<file path="config.mk">
export PLATFORM = sky130hd
export DESIGN_NAME = range_sample_average_filter_unit
export DESIGN_NICKNAME = d
export VERILOG_FILES = /design/src/sv/rsaf_pkg.sv /design/src/sv/range_sample_average_filter_unit.sv /design/src/sv/rsaf_ram.sv /design/src/sv/rsaf_div.sv
export SDC_FILE = /design/constraint.sdc
export NUM_CORES = 1
export LEC_CHECK = 0
export CORE_ASPECT_RATIO = 1.4
export CORE_UTILIZATION = 35
export DETAILED_ROUTE_END_ITERATION = 8
export DONT_BUFFER_PORTS = 1
export PLACE_DENSITY = 0.56
export SLEW_MARGIN = 0
export SYNTH_ARGS = -nofsm -noshare
export SYNTH_HDL_FRONTEND = slang
export SYNTH_SLANG_ARGS = --single-unit
</file>
<file path="constraint.sdc">
create_clock -name clk -period 4.2 [get_ports clk]
set_input_delay 0.42 -clock clk [delete_from_list [all_inputs] [get_ports clk]]
set_output_delay 0.42 -clock clk [all_outputs]
set_load 0.02 [all_outputs]
</file>
<file path="src/sv/rsaf_pkg.sv">
// ----------------------------------------------------------------------------
// rsaf_pkg
// Shared widths, register indexes and helper types for the range filter.
// ----------------------------------------------------------------------------
package rsaf_pkg;

    localparam int DIST_W    = 16;
    localparam int OFS_W     = 11;
    localparam int LIM_W     = 8;
    localparam int CFG_IDX_W = 1;
    localparam int CFG_W     = OFS_W;
    localparam int CAL_W     = DIST_W + 2;

    localparam logic [LIM_W-1:0] LIMIT_RESET = LIM_W'(10);
    localparam logic [LIM_W-1:0] RUN_MAX     = {LIM_W{1'b1}};

    typedef enum logic [CFG_IDX_W-1:0] {
        CFG_OFFSET = 1'b0,
        CFG_LIMIT  = 1'b1
    } cfg_index_t;

    typedef logic [DIST_W-1:0] dist_t;

endpackage

</file>
<file path="src/sv/range_sample_average_filter_unit.sv">
// ----------------------------------------------------------------------------
// range_sample_average_filter_unit
// Calibrates range readings and averages valid ones over a ring of WINDOW.
// ----------------------------------------------------------------------------
//  channel  | signals                                              | dir
//  ---------+------------------------------------------------------+-----
//  cfg      | cfg_wr_en, cfg_index, cfg_data                       | in
//  in       | in_valid/in_ready: action, raw_distance, range_status| in
//  out      | out_valid/out_ready: filtered_distance,              | out
//           |   last_distance, reading_valid, restart_request      |
//
//  Valid reading: S_READ, then the bit-serial divider, one sum bit per
//  cycle, then S_DONE. Invalid or clear beat: straight from S_IDLE to S_DONE.
//  One beat in flight; the output register holds a result until taken,
//  and a new beat is accepted while it waits.
//  Reset is asynchronous; the ring needs no clear, entries are read only
//  after they are written.
// ----------------------------------------------------------------------------
module range_sample_average_filter_unit #(
    parameter int WINDOW = 8
) (
    input  logic                           clk,
    input  logic                           rst_n,
    input  logic                           cfg_wr_en,
    input  logic [rsaf_pkg::CFG_IDX_W-1:0] cfg_index,
    input  logic [rsaf_pkg::CFG_W-1:0]     cfg_data,
    input  logic                           in_valid,
    output logic                           in_ready,
    input  logic                           action,
    input  logic [rsaf_pkg::DIST_W-1:0]    raw_distance,
    input  logic [7:0]                     range_status,
    output logic                           out_valid,
    input  logic                           out_ready,
    output logic [rsaf_pkg::DIST_W-1:0]    filtered_distance,
    output logic [rsaf_pkg::DIST_W-1:0]    last_distance,
    output logic                           reading_valid,
    output logic                           restart_request
);
    import rsaf_pkg::*;

    localparam int SUM_W  = DIST_W + $clog2(WINDOW);
    localparam int CNT_W  = $clog2(WINDOW + 1);
    localparam int SLOT_W = (WINDOW > 1) ? $clog2(WINDOW) : 1;

    typedef enum logic [1:0] {
        S_IDLE,
        S_READ,
        S_DIV,
        S_DONE
    } state_t;

    state_t            state_reg;
    logic [OFS_W-1:0]  offset_reg;
    logic [LIM_W-1:0]  limit_reg;
    logic [SLOT_W-1:0] slot_reg;
    logic [CNT_W-1:0]  count_reg;
    logic [SUM_W-1:0]  sum_reg;
    dist_t             avg_reg;
    dist_t             latest_reg;
    logic [LIM_W-1:0]  run_reg;
    dist_t             cal_reg;
    logic              res_valid_reg;
    logic              res_restart_reg;
    logic              out_valid_reg;
    dist_t             out_filt_reg;
    dist_t             out_last_reg;
    logic              out_rv_reg;
    logic              out_rr_reg;

    logic              accept;
    logic [CAL_W-1:0]  cal_sum;
    dist_t             cal_next;
    logic [LIM_W-1:0]  run_next;
    logic              full;
    logic [SUM_W-1:0]  old_ext;
    logic [SUM_W-1:0]  sum_next;
    logic [CNT_W-1:0]  count_next;
    logic [SLOT_W-1:0] slot_next;
    dist_t             ring_rd;
    logic              div_start;
    logic              div_done;
    dist_t             div_q;

    assign in_ready = (state_reg == S_IDLE);
    assign accept   = in_valid && in_ready;

    always_comb
    begin
        cal_sum = {2'b00, raw_distance} + {{(CAL_W-OFS_W){offset_reg[OFS_W-1]}}, offset_reg};
        if (cal_sum[CAL_W-1])
        begin
            cal_next = '0;
        end
        else if (cal_sum[CAL_W-2])
        begin
            cal_next = {DIST_W{1'b1}};
        end
        else
        begin
            cal_next = cal_sum[DIST_W-1:0];
        end
        run_next   = (run_reg == RUN_MAX) ? run_reg : run_reg + LIM_W'(1);
        full       = (count_reg == CNT_W'(WINDOW));
        old_ext    = full ? SUM_W'(ring_rd) : '0;
        sum_next   = sum_reg + SUM_W'(cal_reg) - old_ext;
        count_next = full ? count_reg : count_reg + CNT_W'(1);
        slot_next  = (slot_reg == SLOT_W'(WINDOW - 1)) ? '0 : slot_reg + SLOT_W'(1);
        div_start  = (state_reg == S_READ);
    end

    rsaf_ram #(
        .WIDTH (DIST_W),
        .DEPTH (WINDOW)
    ) u_ring (
        .clk     (clk),
        .wr_en   (div_start),
        .wr_addr (slot_reg),
        .wr_data (cal_reg),
        .rd_en   (accept),
        .rd_addr (slot_reg),
        .rd_data (ring_rd)
    );

    rsaf_div #(
        .SUM_W (SUM_W),
        .CNT_W (CNT_W)
    ) u_div (
        .clk      (clk),
        .rst_n    (rst_n),
        .start    (div_start),
        .dividend (sum_next),
        .divisor  (count_next),
        .done     (div_done),
        .quotient (div_q)
    );

    always_ff @(posedge clk or negedge rst_n)
    begin
        if (!rst_n)
        begin
            state_reg       <= S_IDLE;
            offset_reg      <= '0;
            limit_reg       <= LIMIT_RESET;
            slot_reg        <= '0;
            count_reg       <= '0;
            sum_reg         <= '0;
            avg_reg         <= '0;
            latest_reg      <= '0;
            run_reg         <= '0;
            res_valid_reg   <= 1'b0;
            res_restart_reg <= 1'b0;
            out_valid_reg   <= 1'b0;
        end
        else
        begin
            if (cfg_wr_en)
            begin
                case (cfg_index)
                    CFG_OFFSET: offset_reg <= cfg_data;
                    CFG_LIMIT:  limit_reg  <= cfg_data[LIM_W-1:0];
                    default:    ;
                endcase
            end

            if (out_valid_reg && out_ready && state_reg != S_DONE)
            begin
                out_valid_reg <= 1'b0;
            end

            case (state_reg)
                S_IDLE:
                begin
                    if (accept)
                    begin
                        if (action || (range_status != 8'd0 && run_next >= limit_reg))
                        begin
                            slot_reg        <= '0;
                            count_reg       <= '0;
                            sum_reg         <= '0;
                            avg_reg         <= '0;
                            latest_reg      <= '0;
                            run_reg         <= '0;
                            res_valid_reg   <= 1'b0;
                            res_restart_reg <= !action;
                            state_reg       <= S_DONE;
                        end
                        else if (range_status != 8'd0)
                        begin
                            latest_reg      <= '0;
                            run_reg         <= run_next;
                            res_valid_reg   <= 1'b0;
                            res_restart_reg <= 1'b0;
                            state_reg       <= S_DONE;
                        end
                        else
                        begin
                            cal_reg         <= cal_next;
                            latest_reg      <= cal_next;
                            run_reg         <= '0;
                            res_valid_reg   <= 1'b1;
                            res_restart_reg <= 1'b0;
                            state_reg       <= S_READ;
                        end
                    end
                end
                S_READ:
                begin
                    sum_reg   <= sum_next;
                    count_reg <= count_next;
                    slot_reg  <= slot_next;
                    state_reg <= S_DIV;
                end
                S_DIV:
                begin
                    if (div_done)
                    begin
                        avg_reg   <= div_q;
                        state_reg <= S_DONE;
                    end
                end
                S_DONE:
                begin
                    if (!out_valid_reg || out_ready)
                    begin
                        out_valid_reg <= 1'b1;
                        out_filt_reg  <= avg_reg;
                        out_last_reg  <= latest_reg;
                        out_rv_reg    <= res_valid_reg;
                        out_rr_reg    <= res_restart_reg;
                        state_reg     <= S_IDLE;
                    end
                end
                default:
                begin
                    state_reg <= S_IDLE;
                end
            endcase
        end
    end

    assign out_valid         = out_valid_reg;
    assign filtered_distance = out_filt_reg;
    assign last_distance     = out_last_reg;
    assign reading_valid     = out_rv_reg;
    assign restart_request   = out_rr_reg;

endmodule

</file>
<file path="src/sv/rsaf_ram.sv">
// ----------------------------------------------------------------------------
// rsaf_ram
// Generic single-write, single-read RAM with registered read data.
// ----------------------------------------------------------------------------
module rsaf_ram #(
    parameter int WIDTH = 16,
    parameter int DEPTH = 8,
    parameter int ADDR_W = (DEPTH > 1) ? $clog2(DEPTH) : 1
) (
    input  logic              clk,
    input  logic              wr_en,
    input  logic [ADDR_W-1:0] wr_addr,
    input  logic [WIDTH-1:0]  wr_data,
    input  logic              rd_en,
    input  logic [ADDR_W-1:0] rd_addr,
    output logic [WIDTH-1:0]  rd_data
);

    logic [WIDTH-1:0] mem [DEPTH];
    logic [WIDTH-1:0] rd_data_reg;

    always_ff @(posedge clk)
    begin
        if (wr_en)
        begin
            mem[wr_addr] <= wr_data;
        end
        if (rd_en)
        begin
            rd_data_reg <= mem[rd_addr];
        end
    end

    assign rd_data = rd_data_reg;

endmodule

</file>
<file path="src/sv/rsaf_div.sv">
// ----------------------------------------------------------------------------
// rsaf_div
// Bit-serial restoring divider: one dividend bit per cycle, narrow remainder.
// ----------------------------------------------------------------------------
module rsaf_div #(
    parameter int SUM_W = 19,
    parameter int CNT_W = 4
) (
    input  logic                       clk,
    input  logic                       rst_n,
    input  logic                       start,
    input  logic [SUM_W-1:0]           dividend,
    input  logic [CNT_W-1:0]           divisor,
    output logic                       done,
    output logic [rsaf_pkg::DIST_W-1:0] quotient
);
    import rsaf_pkg::*;

    localparam int STEP_W = $clog2(SUM_W + 1);

    logic [SUM_W-1:0]  shift_reg;
    logic [CNT_W-1:0]  rem_reg;
    logic [CNT_W-1:0]  dvs_reg;
    logic [STEP_W-1:0] step_reg;
    logic              busy_reg;
    logic              done_reg;

    logic [CNT_W:0]    rem_sh;
    logic              q_bit;
    logic [CNT_W:0]    rem_diff;
    logic [CNT_W-1:0]  rem_next;

    always_comb
    begin
        rem_sh   = {rem_reg, shift_reg[SUM_W-1]};
        q_bit    = (rem_sh >= {1'b0, dvs_reg});
        rem_diff = rem_sh - {1'b0, dvs_reg};
        rem_next = q_bit ? rem_diff[CNT_W-1:0] : rem_sh[CNT_W-1:0];
    end

    always_ff @(posedge clk or negedge rst_n)
    begin
        if (!rst_n)
        begin
            busy_reg <= 1'b0;
            done_reg <= 1'b0;
            step_reg <= '0;
        end
        else
        begin
            done_reg <= !start && busy_reg && (step_reg == STEP_W'(SUM_W - 1));
            if (start)
            begin
                busy_reg <= 1'b1;
                step_reg <= '0;
            end
            else if (busy_reg)
            begin
                step_reg <= step_reg + STEP_W'(1);
                if (step_reg == STEP_W'(SUM_W - 1))
                begin
                    busy_reg <= 1'b0;
                end
            end
        end
    end

    always_ff @(posedge clk)
    begin
        if (start)
        begin
            shift_reg <= dividend;
            rem_reg   <= '0;
            dvs_reg   <= divisor;
        end
        else if (busy_reg)
        begin
            shift_reg <= {shift_reg[SUM_W-2:0], q_bit};
            rem_reg   <= rem_next;
        end
    end

    assign done     = done_reg;
    assign quotient = shift_reg[DIST_W-1:0];

endmodule

</file>
==> flow_summary.yaml <==
status:
  status: "finished, final reports clean"
layout:
  nets: 1269
  fillers: 4016
  syn_to_final_growth_pct: 12.24
  drive_above_1_share: 0.1378
  largest_reg_flops: 128
clock_network:
  htreeDepth: 2
  root_buffer: "clkbuf_16"
  cts_sinks: 318
  cts_tree: "yes"
  clockBufferDepth: 3
  cts_resized: 0
  cts_made_buffers: 34
  clk_pin_slew_ps: 60
  insertion_delay_ps: 520
die:
  die_area_mm2: 0.04344
  core-area_mm2: 0.04209
  ioPinCount: 78
  core.rowCount: 89
  dieWidth_um: 176.4
  initial_core_util: 0.3542
  die_h_um: 246.2
synth:
  yosys_warnings: 0
  syn-instance-count: 1132
  ys_ff_latch: 318
  avgSynthCellArea_um2: 13.17
  synth-async-reset-ratio: 0.3050
  syn-num-nets: 1251
  synth_seq_area_share: 0.6055
  synthDistinctLibCells: 66
  synth-edff-count: 217
  ys.flop_type: "edfxtp_1"
  syn_area_mm2: 0.01491
routing:
  wl_per_cell_um: 17.38
  ant_nets: 0
  first_pass_iters: 4
  wl_mm: 29.95
  vias: 8523
  drcViolationCount: 0
  drt_iter0_markers: 495
  avgViaCountPerCell: 4.947
pwr:
  powerDensity_mw_per_mm2: 645.4
  total_power_w: 0.01080
  p_leak_nw: 6.499
  ir_drop_mv: 0.3113
grt:
  grt_max_degree: 98
  gr-total-overflow: 0
  track_usage: 0.1439
  grt_pass1_wl_mm: 48.45
  antenna_found_initial: 0
  grt_pass1_vias: 8841
worst_setup_path:
  slowest_stage: "fa_1"
  reg2reg_depth: 16
  crit_path_max_incr_delay_ps: 470
  cp-start-kind: "flop"
  cp.arrival_ps: 4110
  critPathRequiredTime_ps: 4430
  cp_max_fo: 18
  path_class: "flop to flop"
  path_cells: "inv_1 -> ha_1 -> nand2_1 -> nor2_1 -> buf_4 -> and2_1 -> fa_1 -> inv_1 -> ha_1 -> nor2b_1 -> o31a_1 -> o21ai_0 -> o221ai_1 -> a31oi_1 -> xor2_1 -> o21ai_0"
  endpoint_kind: "flop"
timing:
  finalHoldViolCount: 0
  fin_crit_ps: 3876
  report.final.slew_viol_count: 0
  fmax_mhz: 258.0
  rsz0062_at_grt: "false"
  fin_crit_sh: 0.9229
  slew_headroom: 0.3220
  setup_tns_ps: 0
  skew_ps: 14.44
  setup_viol: 0
  tightest_slew_ps: 1014
hold_path:
  min_path_cells: 1
  hold_path.class: "primary input to flop"
placed_design:
  gp_congestion: 0.8944
  io_buffers: 0
  hpwl_mm: 20.58
job:
  cap_violations: 0
==> power breakdown <==
part,leakage [nW],switching [W],internal [W]
clock,0.532,0.00122,0.00173
sequential,3.31,0.000382,0.00405
combinational,2.66,0.00199,0.00143
==> worst paths after layout <==
check | to | from | slack, ps
worst min register to register | last_distance[11] | latest_reg[11] | 450
max in group asynchronous | limit_reg[3] | rst_n | 3270
min in group asynchronous | u_div.step_reg[2] | rst_n | 490
worst min-delay path | offset_reg[10] | cfg_data[10] | 50
worst max register to register | u_div.shift_reg[16] | count_reg[0] | 320
worst max-delay path | u_div.shift_reg[16] | count_reg[0] | 320
==> critical path, delay by kind of cell (launching register included) <==
family | cells | cell delay, ps
flops | 1 | 430
xor+xnor | 1 | 200
buf+inv | 3 | 310
compound gates | 5 | 1170
simple gates | 4 | 470
fa+ha+maj | 3 | 990
==> stage by stage <==
stage	hold slack, ps	setup slack (ps)	utilization	cell area [um2]	instances
2_1_floorplan	124.4	558.9	-	14910	1132
5_1_grt	15.63	74.74	0.3975	16730	1722
3_3_place_gp	129.2	416.1	0.3704	15590	1658
6_report	47.48	324.0	0.3975	16730	1723
3_5_place_dp	129.4	325.8	0.3704	15590	1658
4_1_cts	13.66	337.7	0.3975	16730	1722
==> placed cells by master (no fill, tap or decap), types with 4 or more instances in the layout <==
cell type | Yosys | layout
nand3_1 | 20 | 20
mux4_2 | 32 | 32
dfxtp_1 | 4 | 4
o211ai_1 | 6 | 6
a31oi_1 | 5 | 5
clkbuf_16 | 0 | 35
mux2_2 | 37 | 37
clkbuf_1 | 20 | 12
o21bai_1 | 4 | 4
xnor2_1 | 20 | 20
a21oi_1 | 34 | 34
and2_1 | 21 | 21
nand2b_1 | 10 | 10
inv_1 | 115 | 115
mux2i_1 | 6 | 6
xor2_1 | 18 | 18
o21ai_0 | 64 | 64
o31ai_1 | 11 | 11
nand2_1 | 97 | 97
ha_1 | 59 | 58
buf_4 | 0 | 17
and3_1 | 5 | 4
nor2_1 | 63 | 63
dfrtp_1 | 95 | 94
nor2b_1 | 6 | 6
o21a_1 | 7 | 7
o21ai_2 | 9 | 9
a211oi_1 | 10 | 10
edfxtp_1 | 217 | 217
o31a_1 | 4 | 4
a22o_1 | 23 | 23
nand4_1 | 9 | 9
a21o_1 | 11 | 11
nor3_1 | 8 | 6
fa_1 | 18 | 18
==> synthesized netlist by cell type (5+ instances only) <==
cell	instances	area share
clkbuf_1	20	0.0050
nand3_1	20	0.0067
nand2_1	97	0.024
nor2_1	63	0.016
and3_1	5	0.0021
ha_1	59	0.050
o21ai_2	9	0.0053
o21a_1	7	0.0035
nand4_1	9	0.0038
xnor2_1	20	0.012
a211oi_1	10	0.0050
inv_1	115	0.029
o211ai_1	6	0.0030
buf_1	7	0.0018
and2_1	21	0.0088
a21o_1	11	0.0055
mux4_2	32	0.048
a22o_1	23	0.014
a21oi_1	34	0.011
o31ai_1	11	0.0055
mux2_2	37	0.028
xor2_1	18	0.011
fa_1	18	0.024
nand2b_1	10	0.0042
mux2i_1	6	0.0040
dfrtp_1	95	0.16
a31oi_1	5	0.0021
nor3_1	8	0.0027
o21ai_0	64	0.021
buf_2	9	0.0030
edfxtp_1	217	0.44
nor2b_1	6	0.0025
==> logic make-up after synthesis <==
kind of cell | share of synthesized area
AO/OA/AOI/OAI | 0.09635
XOR/XNOR | 0.02451
adder cells (fa/ha/maj) | 0.07369
buffers and inverters | 0.04028
flip-flops | 0.6055
multiplexers | 0.08032
AND/OR/NAND/NOR | 0.07940
==> layout make-up <==
| type | count | area (um2) | share of cell area |
|---|---|---|---|
| inverter | 115 | 431.7 | 0.02580 |
| antenna | 1 | 2.502 | 0.0001495 |
| timing repair buffer | 20 | 185.2 | 0.01107 |
| tap | 546 | 683.2 | 0.04083 |
| sequential | 318 | 9027 | 0.5395 |
| clock buffer | 50 | 962.2 | 0.05750 |
| clock inverter | 12 | 140.1 | 0.008374 |
| multi-input combinational | 661 | 5301 | 0.3168 |
==> what timing repair did <==
item | 4_1_cts | 5_1_grt
hold buffers | 2 | 0
endpoints found under the hold margin | 97 | 0
buffers inserted | 0 | 0
==> layer usage <==
| metal | share of wire | track usage |
|---|---|---|
| met5 | 0 | 0 |
| met4 | 0.026 | 0.05046 |
| met3 | 0.045 | 0.03086 |
| met2 | 0.51 | 0.2564 |
| met1 | 0.41 | 0.1695 |
No activity file was read; power rests on OpenSTA's default activity.
